### config.mk
export PLATFORM = sky130hd
export DESIGN_NAME = accel_step_counter_top
export DESIGN_NICKNAME = d
export VERILOG_FILES = /design/src/design/asc_pkg.sv /design/src/design/asc_avg.sv /design/src/design/asc_axis.sv /design/src/design/accel_step_counter_top.sv
export SDC_FILE = /design/constraint.sdc
export NUM_CORES = 2
export LEC_CHECK = 0
export ABC_AREA = 1
export BUFFER_PORTS_ARGS = -buffer_cell sky130_fd_sc_hd__buf_4
export CORE_MARGIN = 4
export CORE_UTILIZATION = 35
export DETAILED_ROUTE_END_ITERATION = 16
export PLACE_DENSITY_LB_ADDON = 0.25
export SYNTH_ARGS = -nofsm -noshare
export SYNTH_HDL_FRONTEND = slang
export SYNTH_SLANG_ARGS = --single-unit
export TNS_END_PERCENT = 100
### constraint.sdc
create_clock -name i_clk -period 10.95 [get_ports i_clk]
set_input_delay 0.5475 -clock i_clk [delete_from_list [all_inputs] [get_ports i_clk]]
set_output_delay 0.5475 -clock i_clk [all_outputs]
set_load 0.02 [all_outputs]
### src/design/asc_pkg.sv
`default_nettype none

package asc_pkg;

    // readings averaged per sample
    localparam int GRP_SIZE = 4;

    localparam int IN_W    = 16;
    localparam int SUM_W   = 18;
    localparam int SPAN_W  = 17;
    localparam int CNT_W   = 24;
    localparam int GRP_W   = 2;
    localparam int THR_W   = 16;
    localparam int LEN_W   = 8;
    localparam int IDX_W   = 2;

    // divide by GRP_SIZE as multiply by a rounded-up reciprocal
    localparam int DIV_SHIFT = 20;
    localparam int RECIP_W   = DIV_SHIFT + 1;
    localparam logic [RECIP_W-1:0] RECIP =
        RECIP_W'((2 ** DIV_SHIFT + GRP_SIZE - 1) / GRP_SIZE);
    localparam logic [GRP_W-1:0] GRP_LAST = GRP_W'(GRP_SIZE - 1);

    localparam logic [CNT_W-1:0] CNT_MAX = {CNT_W{1'b1}};

    localparam logic [THR_W-1:0] DYN_THR_RST = 16'd30;
    localparam logic [THR_W-1:0] ACT_THR_RST = 16'd60;
    localparam logic [LEN_W-1:0] WIN_LEN_RST = 8'd50;

    typedef enum logic [IDX_W-1:0] {
        REG_DYN_THR = 2'd0,
        REG_ACT_THR = 2'd1,
        REG_WIN_LEN = 2'd2
    } t_reg_idx;

    typedef enum logic [1:0] {
        AXIS_NONE = 2'd0,
        AXIS_X    = 2'd1,
        AXIS_Y    = 2'd2,
        AXIS_Z    = 2'd3
    } t_axis;

    typedef logic signed [IN_W-1:0] t_s16;

    typedef struct packed {
        logic upd;
        logic bnd;
        logic start;
    } t_win_ctl;

    typedef struct packed {
        logic [SPAN_W-1:0] span;
        logic [IN_W-1:0]   sold;
        logic [IN_W-1:0]   snew;
        logic [IN_W-1:0]   mid;
    } t_axis_stat;

    // signed sum divided by the group size, truncated toward zero
    function automatic t_s16 f_div_cnt(input logic [SUM_W-1:0] s);
        logic [SUM_W-1:0]         mag;
        logic [SUM_W+RECIP_W-1:0] prod;
        logic [IN_W-1:0]          q;
        mag  = s[SUM_W-1] ? (~s + 1'b1) : s;
        prod = (SUM_W+RECIP_W)'(mag) * (SUM_W+RECIP_W)'(RECIP);
        q    = prod[DIV_SHIFT +: IN_W];
        return s[SUM_W-1] ? t_s16'(~q + 1'b1) : t_s16'(q);
    endfunction

endpackage

`default_nettype wire

### src/design/asc_avg.sv
`default_nettype none

module asc_avg
    import asc_pkg::*;
(
    input  wire logic        i_clk,
    input  wire logic        i_rst_n,
    input  wire logic        i_valid,
    output logic             o_ready,
    input  wire logic [15:0] i_accel_x,
    input  wire logic [15:0] i_accel_y,
    input  wire logic [15:0] i_accel_z,
    input  wire logic        i_take,
    output logic             o_smp_valid,
    output t_s16             o_smp [3]
);

    logic [SUM_W-1:0] r_sum [3];
    logic [SUM_W-1:0] n_sum [3];
    logic [GRP_W-1:0] r_grp;
    logic             r_smp_valid;
    t_s16             r_smp [3];
    logic [IN_W-1:0]  w_in [3];
    logic             w_acc;
    logic             w_last;

    assign w_in[0] = i_accel_x;
    assign w_in[1] = i_accel_y;
    assign w_in[2] = i_accel_z;

    assign o_ready     = !r_smp_valid || i_take;
    assign w_acc       = i_valid && o_ready;
    assign w_last      = (r_grp == GRP_LAST);
    assign o_smp_valid = r_smp_valid;
    assign o_smp       = r_smp;

    always_comb begin
        for (int k = 0; k < 3; k++) begin
            n_sum[k] = r_sum[k] + {{(SUM_W-IN_W){w_in[k][IN_W-1]}}, w_in[k]};
        end
    end

    always_ff @(posedge i_clk) begin
        if (!i_rst_n) begin
            r_grp       <= '0;
            r_smp_valid <= 1'b0;
            for (int k = 0; k < 3; k++) begin
                r_sum[k] <= '0;
            end
        end else begin
            if (w_acc && w_last) begin
                r_smp_valid <= 1'b1;
            end else if (i_take) begin
                r_smp_valid <= 1'b0;
            end
            if (w_acc) begin
                if (w_last) begin
                    r_grp <= '0;
                    for (int k = 0; k < 3; k++) begin
                        r_sum[k] <= '0;
                    end
                end else begin
                    r_grp <= r_grp + 1'b1;
                    for (int k = 0; k < 3; k++) begin
                        r_sum[k] <= n_sum[k];
                    end
                end
            end
        end
    end

    always_ff @(posedge i_clk) begin
        if (w_acc && w_last) begin
            for (int k = 0; k < 3; k++) begin
                r_smp[k] <= f_div_cnt(n_sum[k]);
            end
        end
    end

endmodule

`default_nettype wire

### src/design/asc_axis.sv
`default_nettype none

module asc_axis
    import asc_pkg::*;
(
    input  wire logic             i_clk,
    input  wire logic             i_rst_n,
    input  wire t_win_ctl         i_ctl,
    input  wire logic [IN_W-1:0]  i_smp,
    input  wire logic [THR_W-1:0] i_dyn_thr,
    output t_axis_stat            o_stat
);

    logic [IN_W-1:0]   r_max, r_min, r_pmax, r_pmin, r_snew;
    logic [IN_W-1:0]   n_max, n_min, n_pmax, n_pmin, n_snew;
    logic [SPAN_W-1:0] w_diff;
    logic [SPAN_W-1:0] w_dmag;
    logic [SPAN_W-1:0] w_msum;
    logic [SPAN_W-1:0] w_madj;

    always_comb begin
        n_pmax = i_ctl.bnd ? r_max : r_pmax;
        n_pmin = i_ctl.bnd ? r_min : r_pmin;
        if (i_ctl.start) begin
            n_max = i_smp;
            n_min = i_smp;
        end else begin
            n_max = ($signed(i_smp) > $signed(r_max)) ? i_smp : r_max;
            n_min = ($signed(i_smp) < $signed(r_min)) ? i_smp : r_min;
        end

        w_diff = {i_smp[IN_W-1], i_smp} - {r_snew[IN_W-1], r_snew};
        w_dmag = w_diff[SPAN_W-1] ? (~w_diff + 1'b1) : w_diff;
        n_snew = (w_dmag > {1'b0, i_dyn_thr}) ? i_smp : r_snew;

        // midpoint of the previous window, rounded toward zero
        w_msum = {n_pmax[IN_W-1], n_pmax} + {n_pmin[IN_W-1], n_pmin};
        w_madj = w_msum + {{(SPAN_W-1){1'b0}}, w_msum[SPAN_W-1]};

        o_stat.span = {n_max[IN_W-1], n_max} - {n_min[IN_W-1], n_min};
        o_stat.sold = r_snew;
        o_stat.snew = n_snew;
        o_stat.mid  = w_madj[SPAN_W-1:1];
    end

    always_ff @(posedge i_clk) begin
        if (!i_rst_n) begin
            r_max  <= '0;
            r_min  <= '0;
            r_pmax <= '0;
            r_pmin <= '0;
            r_snew <= '0;
        end else if (i_ctl.upd) begin
            r_max  <= n_max;
            r_min  <= n_min;
            r_pmax <= n_pmax;
            r_pmin <= n_pmin;
            r_snew <= n_snew;
        end
    end

endmodule

`default_nettype wire

### src/design/accel_step_counter_top.sv
`default_nettype none

// Three-axis step counter. Every input transaction is one raw signed reading;
// each group of four readings is averaged (truncated toward zero) into one
// sample, and each sample yields one result transaction with the saturating
// step total, a step flag and the dominant axis (0 none, 1 x, 2 y, 3 z).
// The block takes one reading per cycle unless a finished sample waits on a
// full result register that is not taken: the accumulator with its divider
// feeds a sample register, and the combinational window, slide and axis logic
// feeds the result register. Configuration writes are taken at any time but
// should only be issued while no group is in progress or result pending.
module accel_step_counter_top
    import asc_pkg::*;
(
    input  wire logic        i_clk,
    input  wire logic        i_rst_n,
    input  wire logic        i_in_valid,
    output logic             o_in_ready,
    input  wire logic [15:0] i_accel_x,
    input  wire logic [15:0] i_accel_y,
    input  wire logic [15:0] i_accel_z,
    output logic             o_out_valid,
    input  wire logic        i_out_ready,
    output logic [23:0]      o_step_total,
    output logic             o_step_seen,
    output logic [1:0]       o_chosen_axis,
    input  wire logic        i_cfg_we,
    input  wire logic [1:0]  i_cfg_idx,
    input  wire logic [15:0] i_cfg_data
);

    logic [THR_W-1:0] r_dyn_thr;
    logic [THR_W-1:0] r_act_thr;
    logic [LEN_W-1:0] r_win_len;
    logic [LEN_W-1:0] r_wpos;
    logic [CNT_W-1:0] r_cnt;
    logic [CNT_W-1:0] n_cnt;
    logic             r_out_valid;
    logic             r_step;
    t_axis            r_axis;
    t_axis            n_axis;
    logic             n_step;

    logic             w_smp_valid;
    t_s16             w_smp [3];
    logic             w_fire;
    t_win_ctl         w_ctl;
    t_axis_stat       w_stat [3];
    t_axis_stat       w_sel;
    logic [LEN_W:0]   w_pos;
    logic [LEN_W-1:0] w_len;
    logic [LEN_W-1:0] n_wpos;
    logic [2:0]       w_big;

    assign w_fire = w_smp_valid && (!r_out_valid || i_out_ready);

    asc_avg u_avg (
        .i_clk       (i_clk),
        .i_rst_n     (i_rst_n),
        .i_valid     (i_in_valid),
        .o_ready     (o_in_ready),
        .i_accel_x   (i_accel_x),
        .i_accel_y   (i_accel_y),
        .i_accel_z   (i_accel_z),
        .i_take      (w_fire),
        .o_smp_valid (w_smp_valid),
        .o_smp       (w_smp)
    );

    // window position; a zero length acts as one
    always_comb begin
        w_len  = (r_win_len == '0) ? LEN_W'(1) : r_win_len;
        w_pos  = {1'b0, r_wpos} + 1'b1;
        w_ctl.upd   = w_fire;
        w_ctl.bnd   = (w_pos > {1'b0, w_len});
        n_wpos      = w_ctl.bnd ? LEN_W'(1) : w_pos[LEN_W-1:0];
        w_ctl.start = (n_wpos == LEN_W'(1));
    end

    for (genvar g = 0; g < 3; g++) begin : g_lane
        asc_axis u_axis (
            .i_clk     (i_clk),
            .i_rst_n   (i_rst_n),
            .i_ctl     (w_ctl),
            .i_smp     (w_smp[g]),
            .i_dyn_thr (r_dyn_thr),
            .o_stat    (w_stat[g])
        );
        assign w_big[g] = (w_stat[g].span > w_stat[(g+1)%3].span)
                       && (w_stat[g].span > w_stat[(g+2)%3].span)
                       && (w_stat[g].span >= {1'b0, r_act_thr});
    end

    // dominant axis must be strictly the widest and active
    always_comb begin
        if (w_big[0]) begin
            n_axis = AXIS_X;
            w_sel  = w_stat[0];
        end else if (w_big[1]) begin
            n_axis = AXIS_Y;
            w_sel  = w_stat[1];
        end else if (w_big[2]) begin
            n_axis = AXIS_Z;
            w_sel  = w_stat[2];
        end else begin
            n_axis = AXIS_NONE;
            w_sel  = w_stat[0];
        end
        n_step = (n_axis != AXIS_NONE)
              && ($signed(w_sel.sold) > $signed(w_sel.mid))
              && ($signed(w_sel.snew) < $signed(w_sel.mid));
        n_cnt  = (n_step && (r_cnt != CNT_MAX)) ? (r_cnt + 1'b1) : r_cnt;
    end

    always_ff @(posedge i_clk) begin
        if (!i_rst_n) begin
            r_dyn_thr <= DYN_THR_RST;
            r_act_thr <= ACT_THR_RST;
            r_win_len <= WIN_LEN_RST;
        end else if (i_cfg_we) begin
            case (t_reg_idx'(i_cfg_idx))
                REG_DYN_THR: r_dyn_thr <= i_cfg_data;
                REG_ACT_THR: r_act_thr <= i_cfg_data;
                REG_WIN_LEN: r_win_len <= i_cfg_data[LEN_W-1:0];
                default: begin
                end
            endcase
        end
    end

    always_ff @(posedge i_clk) begin
        if (!i_rst_n) begin
            r_wpos      <= '0;
            r_cnt       <= '0;
            r_out_valid <= 1'b0;
        end else begin
            if (w_fire) begin
                r_wpos      <= n_wpos;
                r_cnt       <= n_cnt;
                r_out_valid <= 1'b1;
            end else if (i_out_ready) begin
                r_out_valid <= 1'b0;
            end
        end
    end

    always_ff @(posedge i_clk) begin
        if (w_fire) begin
            r_step <= n_step;
            r_axis <= n_axis;
        end
    end

    assign o_out_valid   = r_out_valid;
    assign o_step_total  = r_cnt;
    assign o_step_seen   = r_step;
    assign o_chosen_axis = r_axis;

`ifndef SYNTH
    a_step_has_axis: assert property (@(posedge i_clk) disable iff (!i_rst_n)
        (o_out_valid && o_step_seen) |-> (o_chosen_axis != AXIS_NONE))
        else $error("step reported without a dominant axis");

    a_cnt_monotonic: assert property (@(posedge i_clk) disable iff (!i_rst_n)
        w_fire |=> (r_cnt >= $past(r_cnt)))
        else $error("step total went down");

    a_stall_cause: assert property (@(posedge i_clk) disable iff (!i_rst_n)
        !o_in_ready |-> (w_smp_valid && r_out_valid && !i_out_ready))
        else $error("input stalled with room downstream");

    a_fire_result: assert property (@(posedge i_clk) disable iff (!i_rst_n)
        w_fire |=> o_out_valid)
        else $error("processed sample produced no result");
`endif

endmodule

`default_nettype wire

==> metrics <==
fraction of registers with async set/reset=0%; Finished Cell Area=41700 µm²; Seq/Total Area, Yosys=25.5%; nets=5988; CP dominant cell by count=nand2_1; Simple-Gate Fraction of Synth Area=20.3%; Pwr per Cell Area=151 nW/µm²; I/O Pins=100; I/O Buffers=99; effective utilization at floorplan=35.3%; minimum clock period=10.23 ns; row count=119; leakage=0.0203 µW; CTS Buffer Depth=3; CP Data Arrival Time=10.82 ns; core area=105000 µm²; final WL=121 mm; EDFF count, synth=105; Reg clk slew, reported paths=0.06 ns; Max Fclk=0.0978 GHz; Synth Area in Compound Gates=19.3%; mux contribution to synthesized area=0%; skew final=0.0253 ns; CP max FO=28; post-route DRC violation count=0; Final GP Congestion=0.975; slew of the pin with the lowest slew margin=1.08 ns; # setup viols final=0; count of final hold-check violations=0; hold_buf cts=0; TritonCTS buffer count=56; Clock Sinks=421; vias in the first global route=31.9k; Period Utilization, post-route=93.4%; Distinct cells, synth=69; DP Area=39500 µm²; setup TNS=0 ns; status=completed; fraction of layout cells with a size suffix above 1=6.51%; Max H-tree Level=2; Vias/cell=5.06; Crit-path slowest cell=or4_1; crit-path max cell delay=0.54 ns; first-pass GRT wire length=185 mm; DRT iter0 DRCs=2541; vias=34.7k; Post-Syn Area per Cell=6.92 µm²; worst hold path type=primary input to register; Critical Path End Type=register; cells after synthesis=5383; Clock Tree Root=clkbuf_16; Max-slew headroom=27.5%; post-synth net total=5946; synth-to-layout area growth=12.0%; largest net degree at the start of global routing=158; synthesized-area fraction occupied by adder cells=16.8%; clock latency on the worst-skew pair=0.67 ns; CTS tree=done; worst vdd ir=0.136 mV; top_reg_cell synth=dfxtp_1; DIE HEIGHT=334 µm; largest family of logic cells by synthesized area=simple AND/OR/NAND/NOR gates; Die Width=334 µm; detailed-route wire length per cell=17.6 µm; register bit total from synthesis=421; Synth Area in XOR/XNOR=7.50%; max-cap violations=0; Final ANT Viol Nets=0; initial antenna violation count=3; setup ws final=0.721 ns; Pre-Repair DR Iteration Count=5; HPWL Detailed=94.5 mm; CP Launch Type=register; Reg2Reg Setup Slack=0.72 ns; total power=6280 µW; Synth Cell Area=37200 µm²; die area=112000 µm²; pre-CTS WS=0.132 ns; Critical Path RT=11.54 ns; GRT Total Usage=21.0%; gr ovfl total=0; Setup CP Type=register to register; max-slew violation count=0; Synth Warn #=0
[cells in the mapped netlist (all sizes together) (18+ instances only)]
library cell | n | area (µm²)
nor2 | 606 | 2290
o21bai | 48 | 360
nand4 | 57 | 357
dfxtp | 316 | 6330
o21ai | 534 | 2690
ha | 480 | 6010
a21o | 21 | 158
o22ai | 29 | 181
o211ai | 65 | 488
xnor2 | 71 | 629
inv | 881 | 3310
a21oi | 501 | 2530
nand2 | 852 | 3250
edfxtp | 105 | 3150
clkbuf | 157 | 589
buf | 18 | 97.6
xor2 | 246 | 2160
nand3 | 168 | 916
nor3 | 55 | 297
[worst max-delay path: cells and delay by family, from the launching register on]
| family | cells | cell delay [ns] |
|---|---|---|
| AOI/OAI and AO/OA | 21 | 3.54 |
| and+or+nand+nor | 21 | 2.93 |
| adders and majority gates | 5 | 1.51 |
| buffers and inverters | 8 | 1.39 |
| xor gates and xnor gates | 2 | 0.40 |
| DFF | 1 | 0.36 |
[metrics by stage]
step | hold slack, ns | utilization [%] | cells
2_1_floorplan | 0.429 | - | 5383
3_3_place_gp | 0.465 | 37.5 | 6746
3_5_place_dp | 0.468 | 37.5 | 6746
4_1_cts | 0.112 | 39.3 | 6851
5_1_grt | 0.140 | 39.5 | 6863
6_report | 0.160 | 39.5 | 6864
[cells in the final DEF, fill, tap and decap left out, drive strengths merged, types with 13 or more instances in the layout]
master / n
nand2: 853
nand4: 57
a21o: 21
nor3: 55
clkinv: 21
nor2: 606
o21bai: 48
inv: 883
a31oi: 13
nor4: 15
buf: 156
nand3: 168
or2: 17
o21ai: 534
a211oi: 15
xor2: 246
dfxtp: 316
o211ai: 65
a21oi: 501
ha: 480
o22ai: 29
edfxtp: 105
clkbuf: 71
xnor2: 71
[sequential cells by signal (all words and copies together), names as in the netlist]
signal / count
g_lane.u_axis.r_max: 48
g_lane.u_axis.r_min: 48
g_lane.u_axis.r_pmax: 48
g_lane.u_axis.r_pmin: 48
g_lane.u_axis.r_snew: 48
o_chosen_axis: 2
o_out_valid: 1
o_step_seen: 1
o_step_total: 24
r_act_thr: 16
r_dyn_thr: 16
r_win_len: 8
r_wpos: 8
u_avg.o_smp: 48
u_avg.o_smp_valid: 1
u_avg.r_grp: 2
u_avg.r_sum: 54
[area by class of cell]
type	instances	area (µm²)
Multi-Input combinational cell	3905	23900
Tap cell	1391	1740
Timing Repair Buffer	158	1290
Inverter	883	3330
Sequential cell	421	9480
Clock inverter	36	425
Fill cell	11200	63700
Antenna cell	1	2.50
Clock buffer	69	1530
[metal layers]
layer	vias to the layer above	global-route usage, %	part of all wire (%)
met5	-	0	0
met4	0	6.09	3.1
met2	903	33.9	44
met1	15800	29.2	47
met3	158	3.05	6.2
li1	17900	-	-
[report_power, final]
group | switching, µW | internal, µW
Sequential | 34.2 | 1700
Clock | 792 | 1190
Combinational | 1660 | 902
[final timing paths]
kind | from | endpoint | cells after the start
worst max register to register | r_wpos[1] | o_step_total[1] | 57
worst min-delay path | i_cfg_data[3] | r_act_thr[3] | 3
worst min register to register | r_win_len[0] | r_win_len[0] | 2
worst max-delay path | r_wpos[1] | o_step_total[1] | 57
[kinds of logic after synthesis]
| kind of cell | after synthesis |
|---|---|
| DFF | 421 |
| AOI/OAI and AO/OA | 1292 |
| xor gates and xnor gates | 317 |
| and+or+nand+nor | 1803 |
| adders and majority gates | 492 |
| buffers and inverters | 1058 |
[repair_timing]
action,CTS,global route
resized for setup,0,20
hold endpoints to repair,0,0
setup endpoints to repair,0,25
buffers inserted,0,9
(Power assumes the default switching activity.)
